$ cat src/sv/cossim_pkg.sv
package cossim_pkg;

    localparam int DOT_W      = 42;
    localparam int NORM_W     = 41;
    localparam int MAG_W      = 42;
    localparam int MUL_W      = 2 * MAG_W;
    localparam int P_W        = 2 * NORM_W;
    localparam int FRAC_SH    = 30;
    localparam int DVD_W      = MUL_W + FRAC_SH;
    localparam int RAD_W      = 30;
    localparam int ROOT_W     = RAD_W / 2;
    localparam int SQREM_W    = ROOT_W + 2;
    localparam int SIM_W      = 16;
    localparam int ONE_Q14    = 16384;
    localparam int MUL_STEPS  = MAG_W;
    localparam int DIV_STEPS  = DVD_W;
    localparam int SQRT_STEPS = ROOT_W;
    localparam int CNT_W      = $clog2(DIV_STEPS);

    typedef struct packed {
        logic take;
        logic load;
        logic mulp_step;
        logic muld_step;
        logic div_step;
        logic sqrt_step;
        logic last_step;
        logic out_load;
    } cmd_t;

    typedef struct packed {
        logic zero_norm;
    } status_t;

endpackage

$ cat src/sv/cossim_ctrl.sv
module cossim_ctrl (
    input  logic                 clk,
    input  logic                 rst_n,
    input  logic                 item_valid,
    input  logic                 last,
    input  logic                 result_ready,
    input  cossim_pkg::status_t  status,
    output logic                 item_ready,
    output logic                 result_valid,
    output cossim_pkg::cmd_t     cmd
);

    typedef enum logic [6:0] {
        S_ACC   = 7'b0000001,
        S_DRAIN = 7'b0000010,
        S_LOAD  = 7'b0000100,
        S_MULP  = 7'b0001000,
        S_MULD  = 7'b0010000,
        S_DIV   = 7'b0100000,
        S_SQRT  = 7'b1000000
    } state_t;

    state_t                         state_reg;
    state_t                         state_next;
    logic                           out_wait_reg;
    logic                           out_wait_next;
    logic [cossim_pkg::CNT_W-1:0]   cnt_reg;
    logic [cossim_pkg::CNT_W-1:0]   cnt_next;
    logic                           res_valid_reg;
    logic                           res_valid_next;
    logic                           mul_end;
    logic                           div_end;
    logic                           sqrt_end;

    assign mul_end  = (cnt_reg == cossim_pkg::CNT_W'(cossim_pkg::MUL_STEPS - 1));
    assign div_end  = (cnt_reg == cossim_pkg::CNT_W'(cossim_pkg::DIV_STEPS - 1));
    assign sqrt_end = (cnt_reg == cossim_pkg::CNT_W'(cossim_pkg::SQRT_STEPS - 1));

    assign item_ready   = (state_reg == S_ACC) && !out_wait_reg;
    assign result_valid = res_valid_reg;

    always_comb
    begin
        cmd           = '0;
        state_next    = state_reg;
        out_wait_next = out_wait_reg;
        cnt_next      = cnt_reg;
        cmd.take      = item_valid && item_ready;
        if (out_wait_reg)
        begin
            // finished result waits for the output register
            if (!res_valid_reg || result_ready)
            begin
                cmd.out_load  = 1'b1;
                out_wait_next = 1'b0;
                state_next    = S_ACC;
            end
        end
        else
        begin
            unique case (state_reg)
                S_ACC:
                begin
                    if (cmd.take && last)
                    begin
                        state_next = S_DRAIN;
                    end
                end
                S_DRAIN:
                begin
                    state_next = S_LOAD;
                end
                S_LOAD:
                begin
                    cmd.load = 1'b1;
                    cnt_next = '0;
                    if (status.zero_norm)
                    begin
                        out_wait_next = 1'b1;
                        state_next    = S_ACC;
                    end
                    else
                    begin
                        state_next = S_MULP;
                    end
                end
                S_MULP:
                begin
                    cmd.mulp_step = 1'b1;
                    cmd.last_step = mul_end;
                    cnt_next      = mul_end ? '0 : cnt_reg + 1'b1;
                    if (mul_end)
                    begin
                        state_next = S_MULD;
                    end
                end
                S_MULD:
                begin
                    cmd.muld_step = 1'b1;
                    cmd.last_step = mul_end;
                    cnt_next      = mul_end ? '0 : cnt_reg + 1'b1;
                    if (mul_end)
                    begin
                        state_next = S_DIV;
                    end
                end
                S_DIV:
                begin
                    cmd.div_step  = 1'b1;
                    cmd.last_step = div_end;
                    cnt_next      = div_end ? '0 : cnt_reg + 1'b1;
                    if (div_end)
                    begin
                        state_next = S_SQRT;
                    end
                end
                S_SQRT:
                begin
                    cmd.sqrt_step = 1'b1;
                    cmd.last_step = sqrt_end;
                    cnt_next      = sqrt_end ? '0 : cnt_reg + 1'b1;
                    if (sqrt_end)
                    begin
                        out_wait_next = 1'b1;
                        state_next    = S_ACC;
                    end
                end
                default:
                begin
                    state_next = S_ACC;
                end
            endcase
        end
    end

    always_comb
    begin
        if (cmd.out_load)
        begin
            res_valid_next = 1'b1;
        end
        else if (result_ready)
        begin
            res_valid_next = 1'b0;
        end
        else
        begin
            res_valid_next = res_valid_reg;
        end
    end

    always_ff @(posedge clk or negedge rst_n)
    begin
        if (!rst_n)
        begin
            state_reg     <= S_ACC;
            out_wait_reg  <= 1'b0;
            cnt_reg       <= '0;
            res_valid_reg <= 1'b0;
        end
        else
        begin
            state_reg     <= state_next;
            out_wait_reg  <= out_wait_next;
            cnt_reg       <= cnt_next;
            res_valid_reg <= res_valid_next;
        end
    end

endmodule

$ cat src/sv/cossim_dp.sv
module cossim_dp #(
    parameter int ELEM_BITS = 16
) (
    input  logic                                clk,
    input  logic                                rst_n,
    input  cossim_pkg::cmd_t                    cmd,
    input  logic signed [ELEM_BITS-1:0]         elem_a,
    input  logic signed [ELEM_BITS-1:0]         elem_b,
    output cossim_pkg::status_t                 status,
    output logic signed [cossim_pkg::SIM_W-1:0] similarity,
    output logic                                zero_norm
);

    localparam int PROD_W  = 2 * ELEM_BITS;
    localparam int DACC_W  = (PROD_W > cossim_pkg::DOT_W ? PROD_W : cossim_pkg::DOT_W) + 1;
    localparam int NACC_W  = (PROD_W > cossim_pkg::NORM_W ? PROD_W : cossim_pkg::NORM_W) + 1;
    localparam int DOT_W   = cossim_pkg::DOT_W;
    localparam int NORM_W  = cossim_pkg::NORM_W;
    localparam int MAG_W   = cossim_pkg::MAG_W;
    localparam int MUL_W   = cossim_pkg::MUL_W;
    localparam int P_W     = cossim_pkg::P_W;
    localparam int DVD_W   = cossim_pkg::DVD_W;
    localparam int RAD_W   = cossim_pkg::RAD_W;
    localparam int ROOT_W  = cossim_pkg::ROOT_W;
    localparam int SQREM_W = cossim_pkg::SQREM_W;
    localparam int SIM_W   = cossim_pkg::SIM_W;

    localparam logic signed [DACC_W-1:0] DOT_HI =
        {{(DACC_W - DOT_W + 1){1'b0}}, {(DOT_W - 1){1'b1}}};
    localparam logic signed [DACC_W-1:0] DOT_LO =
        {{(DACC_W - DOT_W + 1){1'b1}}, {(DOT_W - 1){1'b0}}};
    localparam logic [NACC_W-1:0] NORM_HI = {{(NACC_W - NORM_W){1'b0}}, {NORM_W{1'b1}}};

    // input product stage
    logic signed [PROD_W-1:0]  prod_ab_reg;
    logic [PROD_W-1:0]         prod_aa_reg;
    logic [PROD_W-1:0]         prod_bb_reg;
    logic                      prod_valid_reg;
    logic signed [PROD_W-1:0]  ab_full;
    logic signed [PROD_W-1:0]  aa_full;
    logic signed [PROD_W-1:0]  bb_full;

    // running sums
    logic signed [DOT_W-1:0]   dot_reg;
    logic signed [DOT_W-1:0]   dot_next;
    logic [NORM_W-1:0]         na_reg;
    logic [NORM_W-1:0]         na_next;
    logic [NORM_W-1:0]         nb_reg;
    logic [NORM_W-1:0]         nb_next;
    logic signed [DACC_W-1:0]  dot_wide;
    logic [NACC_W-1:0]         na_wide;
    logic [NACC_W-1:0]         nb_wide;

    // shift-add multiplier
    logic [MAG_W-1:0]          mag;
    logic [MAG_W-1:0]          mag_reg;
    logic                      neg_reg;
    logic [MAG_W-1:0]          mcand_reg;
    logic [MAG_W-1:0]          mplier_reg;
    logic [MUL_W-1:0]          macc_reg;
    logic [MUL_W-1:0]          macc_step;
    logic [P_W-1:0]            p_reg;

    // restoring divider
    logic [DVD_W-1:0]          dvd_reg;
    logic [P_W-1:0]            rem_reg;
    logic [P_W:0]              trial;
    logic [P_W+1:0]            diff;
    logic                      qbit;
    logic [RAD_W-1:0]          quo_reg;
    logic                      qsat_reg;

    // digit-by-digit square root
    logic [SQREM_W-1:0]        sqrem_reg;
    logic [ROOT_W-1:0]         root_reg;
    logic [SQREM_W+1:0]        srem_sh;
    logic [SQREM_W+2:0]        sdiff;
    logic                      sge;
    logic [ROOT_W-1:0]         root_next;
    logic [ROOT_W:0]           root_inc;
    logic [ROOT_W-1:0]         rmag;

    // result staging and output register
    logic signed [SIM_W-1:0]   sim_res_reg;
    logic                      zero_res_reg;
    logic signed [SIM_W-1:0]   sim_out_reg;
    logic                      zero_out_reg;

    assign ab_full = PROD_W'(elem_a * elem_b);
    assign aa_full = PROD_W'(elem_a * elem_a);
    assign bb_full = PROD_W'(elem_b * elem_b);

    always_ff @(posedge clk)
    begin
        if (cmd.take)
        begin
            prod_ab_reg <= ab_full;
            prod_aa_reg <= aa_full;
            prod_bb_reg <= bb_full;
        end
    end

    // saturating accumulation
    assign dot_wide = DACC_W'(dot_reg) + DACC_W'(prod_ab_reg);
    assign na_wide  = NACC_W'(na_reg) + NACC_W'(prod_aa_reg);
    assign nb_wide  = NACC_W'(nb_reg) + NACC_W'(prod_bb_reg);

    always_comb
    begin
        if (dot_wide > DOT_HI)
        begin
            dot_next = DOT_HI[DOT_W-1:0];
        end
        else if (dot_wide < DOT_LO)
        begin
            dot_next = DOT_LO[DOT_W-1:0];
        end
        else
        begin
            dot_next = dot_wide[DOT_W-1:0];
        end
        na_next = (na_wide > NORM_HI) ? NORM_HI[NORM_W-1:0] : na_wide[NORM_W-1:0];
        nb_next = (nb_wide > NORM_HI) ? NORM_HI[NORM_W-1:0] : nb_wide[NORM_W-1:0];
    end

    always_ff @(posedge clk or negedge rst_n)
    begin
        if (!rst_n)
        begin
            prod_valid_reg <= 1'b0;
            dot_reg        <= '0;
            na_reg         <= '0;
            nb_reg         <= '0;
        end
        else
        begin
            prod_valid_reg <= cmd.take;
            if (cmd.load)
            begin
                dot_reg <= '0;
                na_reg  <= '0;
                nb_reg  <= '0;
            end
            else if (prod_valid_reg)
            begin
                dot_reg <= dot_next;
                na_reg  <= na_next;
                nb_reg  <= nb_next;
            end
        end
    end

    assign status.zero_norm = (na_reg == '0) || (nb_reg == '0);

    assign mag = dot_reg[DOT_W-1] ? MAG_W'(~dot_reg + 1'b1) : MAG_W'(dot_reg);

    assign macc_step = {macc_reg[MUL_W-2:0], 1'b0}
                     + (mplier_reg[MAG_W-1] ? MUL_W'(mcand_reg) : '0);

    assign trial = {rem_reg, dvd_reg[DVD_W-1]};
    assign diff  = {1'b0, trial} - {2'b00, p_reg};
    assign qbit  = !diff[P_W+1];

    assign srem_sh   = {sqrem_reg, quo_reg[RAD_W-1:RAD_W-2]};
    assign sdiff     = {1'b0, srem_sh} - (SQREM_W + 3)'({root_reg, 2'b01});
    assign sge       = !sdiff[SQREM_W+2];
    assign root_next = {root_reg[ROOT_W-2:0], sge};
    assign root_inc  = {1'b0, root_next} + 1'b1;
    assign rmag      = qsat_reg ? ROOT_W'(cossim_pkg::ONE_Q14) : root_inc[ROOT_W:1];

    always_ff @(posedge clk)
    begin
        if (cmd.load)
        begin
            mag_reg      <= mag;
            neg_reg      <= dot_reg[DOT_W-1];
            mcand_reg    <= MAG_W'(na_reg);
            mplier_reg   <= MAG_W'(nb_reg);
            macc_reg     <= '0;
            zero_res_reg <= status.zero_norm;
            sim_res_reg  <= '0;
        end
        if (cmd.mulp_step || cmd.muld_step)
        begin
            macc_reg   <= macc_step;
            mplier_reg <= {mplier_reg[MAG_W-2:0], 1'b0};
        end
        if (cmd.mulp_step && cmd.last_step)
        begin
            p_reg      <= macc_step[P_W-1:0];
            mcand_reg  <= mag_reg;
            mplier_reg <= mag_reg;
            macc_reg   <= '0;
        end
        if (cmd.muld_step && cmd.last_step)
        begin
            dvd_reg  <= {macc_step, {cossim_pkg::FRAC_SH{1'b0}}};
            rem_reg  <= '0;
            quo_reg  <= '0;
            qsat_reg <= 1'b0;
        end
        if (cmd.div_step)
        begin
            dvd_reg  <= {dvd_reg[DVD_W-2:0], 1'b0};
            rem_reg  <= qbit ? diff[P_W-1:0] : trial[P_W-1:0];
            quo_reg  <= {quo_reg[RAD_W-2:0], qbit};
            qsat_reg <= qsat_reg | quo_reg[RAD_W-1];
            if (cmd.last_step)
            begin
                sqrem_reg <= '0;
                root_reg  <= '0;
            end
        end
        if (cmd.sqrt_step)
        begin
            sqrem_reg <= sge ? sdiff[SQREM_W-1:0] : srem_sh[SQREM_W-1:0];
            root_reg  <= root_next;
            quo_reg   <= {quo_reg[RAD_W-3:0], 2'b00};
            if (cmd.last_step)
            begin
                sim_res_reg  <= neg_reg ? -SIM_W'(rmag) : SIM_W'(rmag);
                zero_res_reg <= 1'b0;
            end
        end
        if (cmd.out_load)
        begin
            sim_out_reg  <= sim_res_reg;
            zero_out_reg <= zero_res_reg;
        end
    end

    assign similarity = sim_out_reg;
    assign zero_norm  = zero_out_reg;

endmodule

$ cat src/sv/cosine_similarity_vectors.sv
// Cosine similarity of two vectors streamed as element pairs (signed Q3.12), one pair
// accepted per cycle while item_ready is high. The pair marked last closes the
// vectors: the block then computes dot / sqrt(norm_a * norm_b) in signed Q1.14,
// rounded to nearest and saturated to +/-1.0, and clears its sums. That final step
// holds off new pairs; it uses a shared 42-step shift-add multiplier twice, a 114-step
// restoring divider and a 15-step square root, plus states that drain the product
// stage, latch operands and hand the result to the output register; when either norm
// is zero it skips the arithmetic and returns 0 with zero_norm set. A finished result
// waits in the output register while the next vector streams in; a new final result
// waits only while the previous one has not been taken.
module cosine_similarity_vectors #(
    parameter int ELEM_BITS = 16
) (
    input  logic                                clk,
    input  logic                                rst_n,
    input  logic                                item_valid,
    output logic                                item_ready,
    input  logic signed [ELEM_BITS-1:0]         elem_a,
    input  logic signed [ELEM_BITS-1:0]         elem_b,
    input  logic                                last,
    output logic                                result_valid,
    input  logic                                result_ready,
    output logic signed [cossim_pkg::SIM_W-1:0] similarity,
    output logic                                zero_norm
);

    cossim_pkg::cmd_t    cmd;
    cossim_pkg::status_t status;

    cossim_ctrl u_ctrl (
        .clk          (clk),
        .rst_n        (rst_n),
        .item_valid   (item_valid),
        .last         (last),
        .result_ready (result_ready),
        .status       (status),
        .item_ready   (item_ready),
        .result_valid (result_valid),
        .cmd          (cmd)
    );

    cossim_dp #(
        .ELEM_BITS (ELEM_BITS)
    ) u_dp (
        .clk        (clk),
        .rst_n      (rst_n),
        .cmd        (cmd),
        .elem_a     (elem_a),
        .elem_b     (elem_b),
        .status     (status),
        .similarity (similarity),
        .zero_norm  (zero_norm)
    );

endmodule

$ cat config.mk
export PLATFORM = sky130hd
export DESIGN_NAME = cosine_similarity_vectors
export DESIGN_NICKNAME = d
export VERILOG_FILES = /design/src/sv/cossim_pkg.sv /design/src/sv/cossim_ctrl.sv /design/src/sv/cossim_dp.sv /design/src/sv/cosine_similarity_vectors.sv
export SDC_FILE = /design/constraint.sdc
export NUM_CORES = 2
export LEC_CHECK = 0
export BUFFER_PORTS_ARGS = -buffer_cell sky130_fd_sc_hd__clkbuf_2
export CAP_MARGIN = 20
export CORE_MARGIN = 2
export CORE_UTILIZATION = 55
export DETAILED_ROUTE_END_ITERATION = 8
export PLACE_DENSITY = 0.73
export SLEW_MARGIN = 20
export SYNTH_ARGS = -nofsm -noshare
export SYNTH_HDL_FRONTEND = slang
export SYNTH_HIERARCHICAL = 1
export SYNTH_SLANG_ARGS = --single-unit
$ cat constraint.sdc
create_clock -name clk -period 6.6 [get_ports clk]
set_input_delay 0 -clock clk [delete_from_list [all_inputs] [get_ports clk]]
set_output_delay 0 -clock clk [all_outputs]
set_load 0.05 [all_outputs]
==> run_results.csv <==
group,metric,value,unit
routing,first_pass_iters,6,
global_routing,antenna_found_initial,1,
routing,vias,54200,
sta,finalHoldViolCount,0,
synthesis,synth_fp_nets,8919,
cells_and_area,drive_gt1_share,6.32,%
sta,period_share,94.5,%
synthesis,async_flop_share,17.8,%
sta,finalMaxSlewViolations,0,
clocking,postCtsSetupBuffers,0,
cells_and_area,layout_common_cells,"1173 x inv_1, 748 x nand2_1, 733 x fa_1, 547 x edfxtp_1, 518 x ha_1",
sta,max-slew-margin-rel,33.8,%
critical_path,cp_common_cell,"fa_1",
critical_path,path_delay_family,"adder cells",
clocking,clkTransAtPathRegs,0.07,ns
die,ios,56,
clocking,cts.sinks,790,
sta,max_clock_freq,0.160,GHz
synthesis,mappedNetlistArea,0.0738,mm^2
clocking,cts_buffers,85,
routing,drtIter0Drc,4420,
critical_path,ff2ff_path_depth,22,
routing,vias_per_cell,5.74,
die,core,0.133,mm^2
routing,routed_wl,178,mm
place,numPortBuffers,55,
die,chipHeight,370,um
routing,drcViolationCount,0,
critical_path,regToRegEndpoint,"u_dp/sim_res_reg[13]",
synthesis,ys.flop_type,"edfxtp_1",
die,die_area,0.137,mm^2
synthesis,yosysUniqueCellTypes,92,
place,place_area,0.0762,mm^2
critical_path,timing.critical_path.buf_inv,5,
synthesis,postSynthAreaPerCell,9.67,um^2
sta,fin_setup_tns,0,ns
critical_path,crit_type,"in2reg",
synthesis,yosysWarnings,6,
place,routabilityCongestion,0.955,
synthesis,ys_ff_latch,790,
clocking,clockBufferDepth,3,
critical_path,crit_chain,"dlygate4sd3_1, clkbuf_2, clkinvlp_4, nor2_1, ha_1, fa_1, ha_1, fa_1, fa_1, inv_1, fa_1, inv_1, ha_1, a21o_1, a41o_1, a2111oi_1, o21ai_0, a311oi_1, o21bai_1, a211oi_1, o21bai_1, xor2_1",
cells_and_area,nets,8894,
critical_path,cp-end-kind,"flip-flop",
critical_path,critPathLaunch,"elem_b[0]",
critical_path,reg2reg_from,"u_dp/root_reg[0]",
critical_path,critPathMaxStageDelay,0.55,ns
sta,finalSetupViolations,0,
sta,fin_crit,6.23,ns
sta,clock_skew,0.0134,ns
critical_path,start_kind,"input pin",
synthesis,synth-edff-count,547,
sta,fin_ws,0.366,ns
global_routing,grt_use_total,26.1,%
die,start_util,55.3,%
critical_path,arrival,6.63,ns
sta,rsz0062_at_grt,"no",
die,rows,134,
die,die_w,370,um
global_routing,grt_pass1_vias,54800,
cells_and_area,fillerInstances,11200,
global_routing,grt_pass1_wl,290,mm
cells_and_area,final_common_cell,"inv_1",
critical_path,cp.depth,22,
critical_path,critPathCapture,"u_dp/prod_bb_reg[25]",
place,dp_hpwl,139,mm
cells_and_area,largest_reg_flops,84,
clocking,cts-root-buf,"clkbuf_16",
cells_and_area,syn_to_final_growth,7.43,%
outcome,status,"finished clean",
global_routing,grt_max_degree,98,
critical_path,cpMaxStageDelayCell,"fa_1",
clocking,tritoncts,"yes",
run,maxCapViolCount,0,
routing,wire_per_inst,18.8,um
sta,tightest_slew,0.985,ns
global_routing,grt-ovfl-total,0,
critical_path,rrSetupSlack,1.57,ns
hold_path,hold_class,"in2reg",
critical_path,critPathRequiredTime,7.00,ns
critical_path,worstPathMaxFanout,9,
synthesis,syn_inst,7631,
routing,drtAntennaViolNets,0,
clocking,htree_levels,3,
cells_and_area,final_cell_area,0.0792,mm^2
cells_and_area,final_core_util,59.5,%
clocking,clock_latency,0.65,ns
place,dp_slack,-0.207,ns
synthesis,yosysSeqAreaShare,29.8,%
[per-stage QoR]
step,instances,hold slack [ns]
after floorplan,7631,-0.296
after global placement,9282,0.186
after detailed placement,9282,0.187
after CTS,9446,0.00224
after global routing,9447,0.0984
final,9447,0.0414
[worst min-delay path by stage]
stage,end,start,slack [ns],depth (start not counted)
2_1_floorplan,u_ctrl/cnt_reg[0],rst_n,-0.30,0
3_3_place_gp,u_dp/na_reg[18],rst_n,0.19,1
5_1_grt,u_ctrl/state_reg[0],last,0.1,5
4_1_cts,u_ctrl/state_reg[3],last,0.002,5
3_5_place_dp,u_dp/na_reg[18],rst_n,0.19,1
6_report,u_ctrl/state_reg[3],last,0.04,5
[Yosys cell counts, types with 49 or more instances]
master       n  area [um^2]
a21oi_1    343         1720
o21a_1      53          398
nand2b_1    49          307
nor2b_1     54          338
nand3_1    132          661
fa_1       733        14700
and3_1      63          394
ha_1       518         6480
o21bai_1    56          420
a21o_1     169         1270
clkbuf_1   283         1060
o21ai_0    267         1340
inv_1     1177         4420
xor2_1     138         1210
a22o_1      81          709
and2_1     236         1480
mux2_2      60          676
mux2i_1    124         1240
a311oi_1    63          552
dfxtp_1    102         2040
nand2_1    748         2810
nor3_1      73          365
edfxtp_1   547        16400
a31oi_1     51          319
nand4_1     72          450
xnor2_1    297         2600
nor2_1     491         1840
dfrtp_1    140         3500
[worst min-delay path, stage by stage]
cell and delay [ns]:
clkbuf_2 0.08, nand2_1 0.08, nand2_1 0.05, and3_1 0.25
o22ai_1 0.17
[routing by layer]
layer / vias up / wire (um) / global-route usage [%]
met5: - / 0 / 0
met4: 0 / 7030 / 10.0
met3: 334 / 9130 / 2.53
met2: 1612 / 83900 / 43.2
met1: 26700 / 77500 / 35.7
li1: 25600 / - / -
[cells by family after synthesis]
family	after synthesis	share of synthesized area, %
simple gates	2061	13.1
fa+ha+maj	1251	28.7
mux	187	2.66
xor+xnor	435	5.17
buf+inv	1506	7.74
flops	790	29.8
compound gates	1401	12.8
[layout make-up]
class	instances	area, um^2	area share, %
clock buffers	111	2370	2.99
flip-flops and latches	790	22000	27.8
repair buffers	206	1510	1.90
inverters	1188	4480	5.65
diodes	1	2.50	0.00316
clock inverters	48	562	0.709
well taps	1768	2210	2.79
multi-input cells	5335	46100	58.2
[timing repair]
action / 4_1_cts / 5_1_grt
gates resized for setup: 0 / 3
hold buffers: 5 / 0
hold endpoints to repair: 96 / 0
setup endpoints to repair: 0 / 3
Power is not shown: default switching activity piles up to over one toggle a cycle in this logic, so the estimate is an artifact.
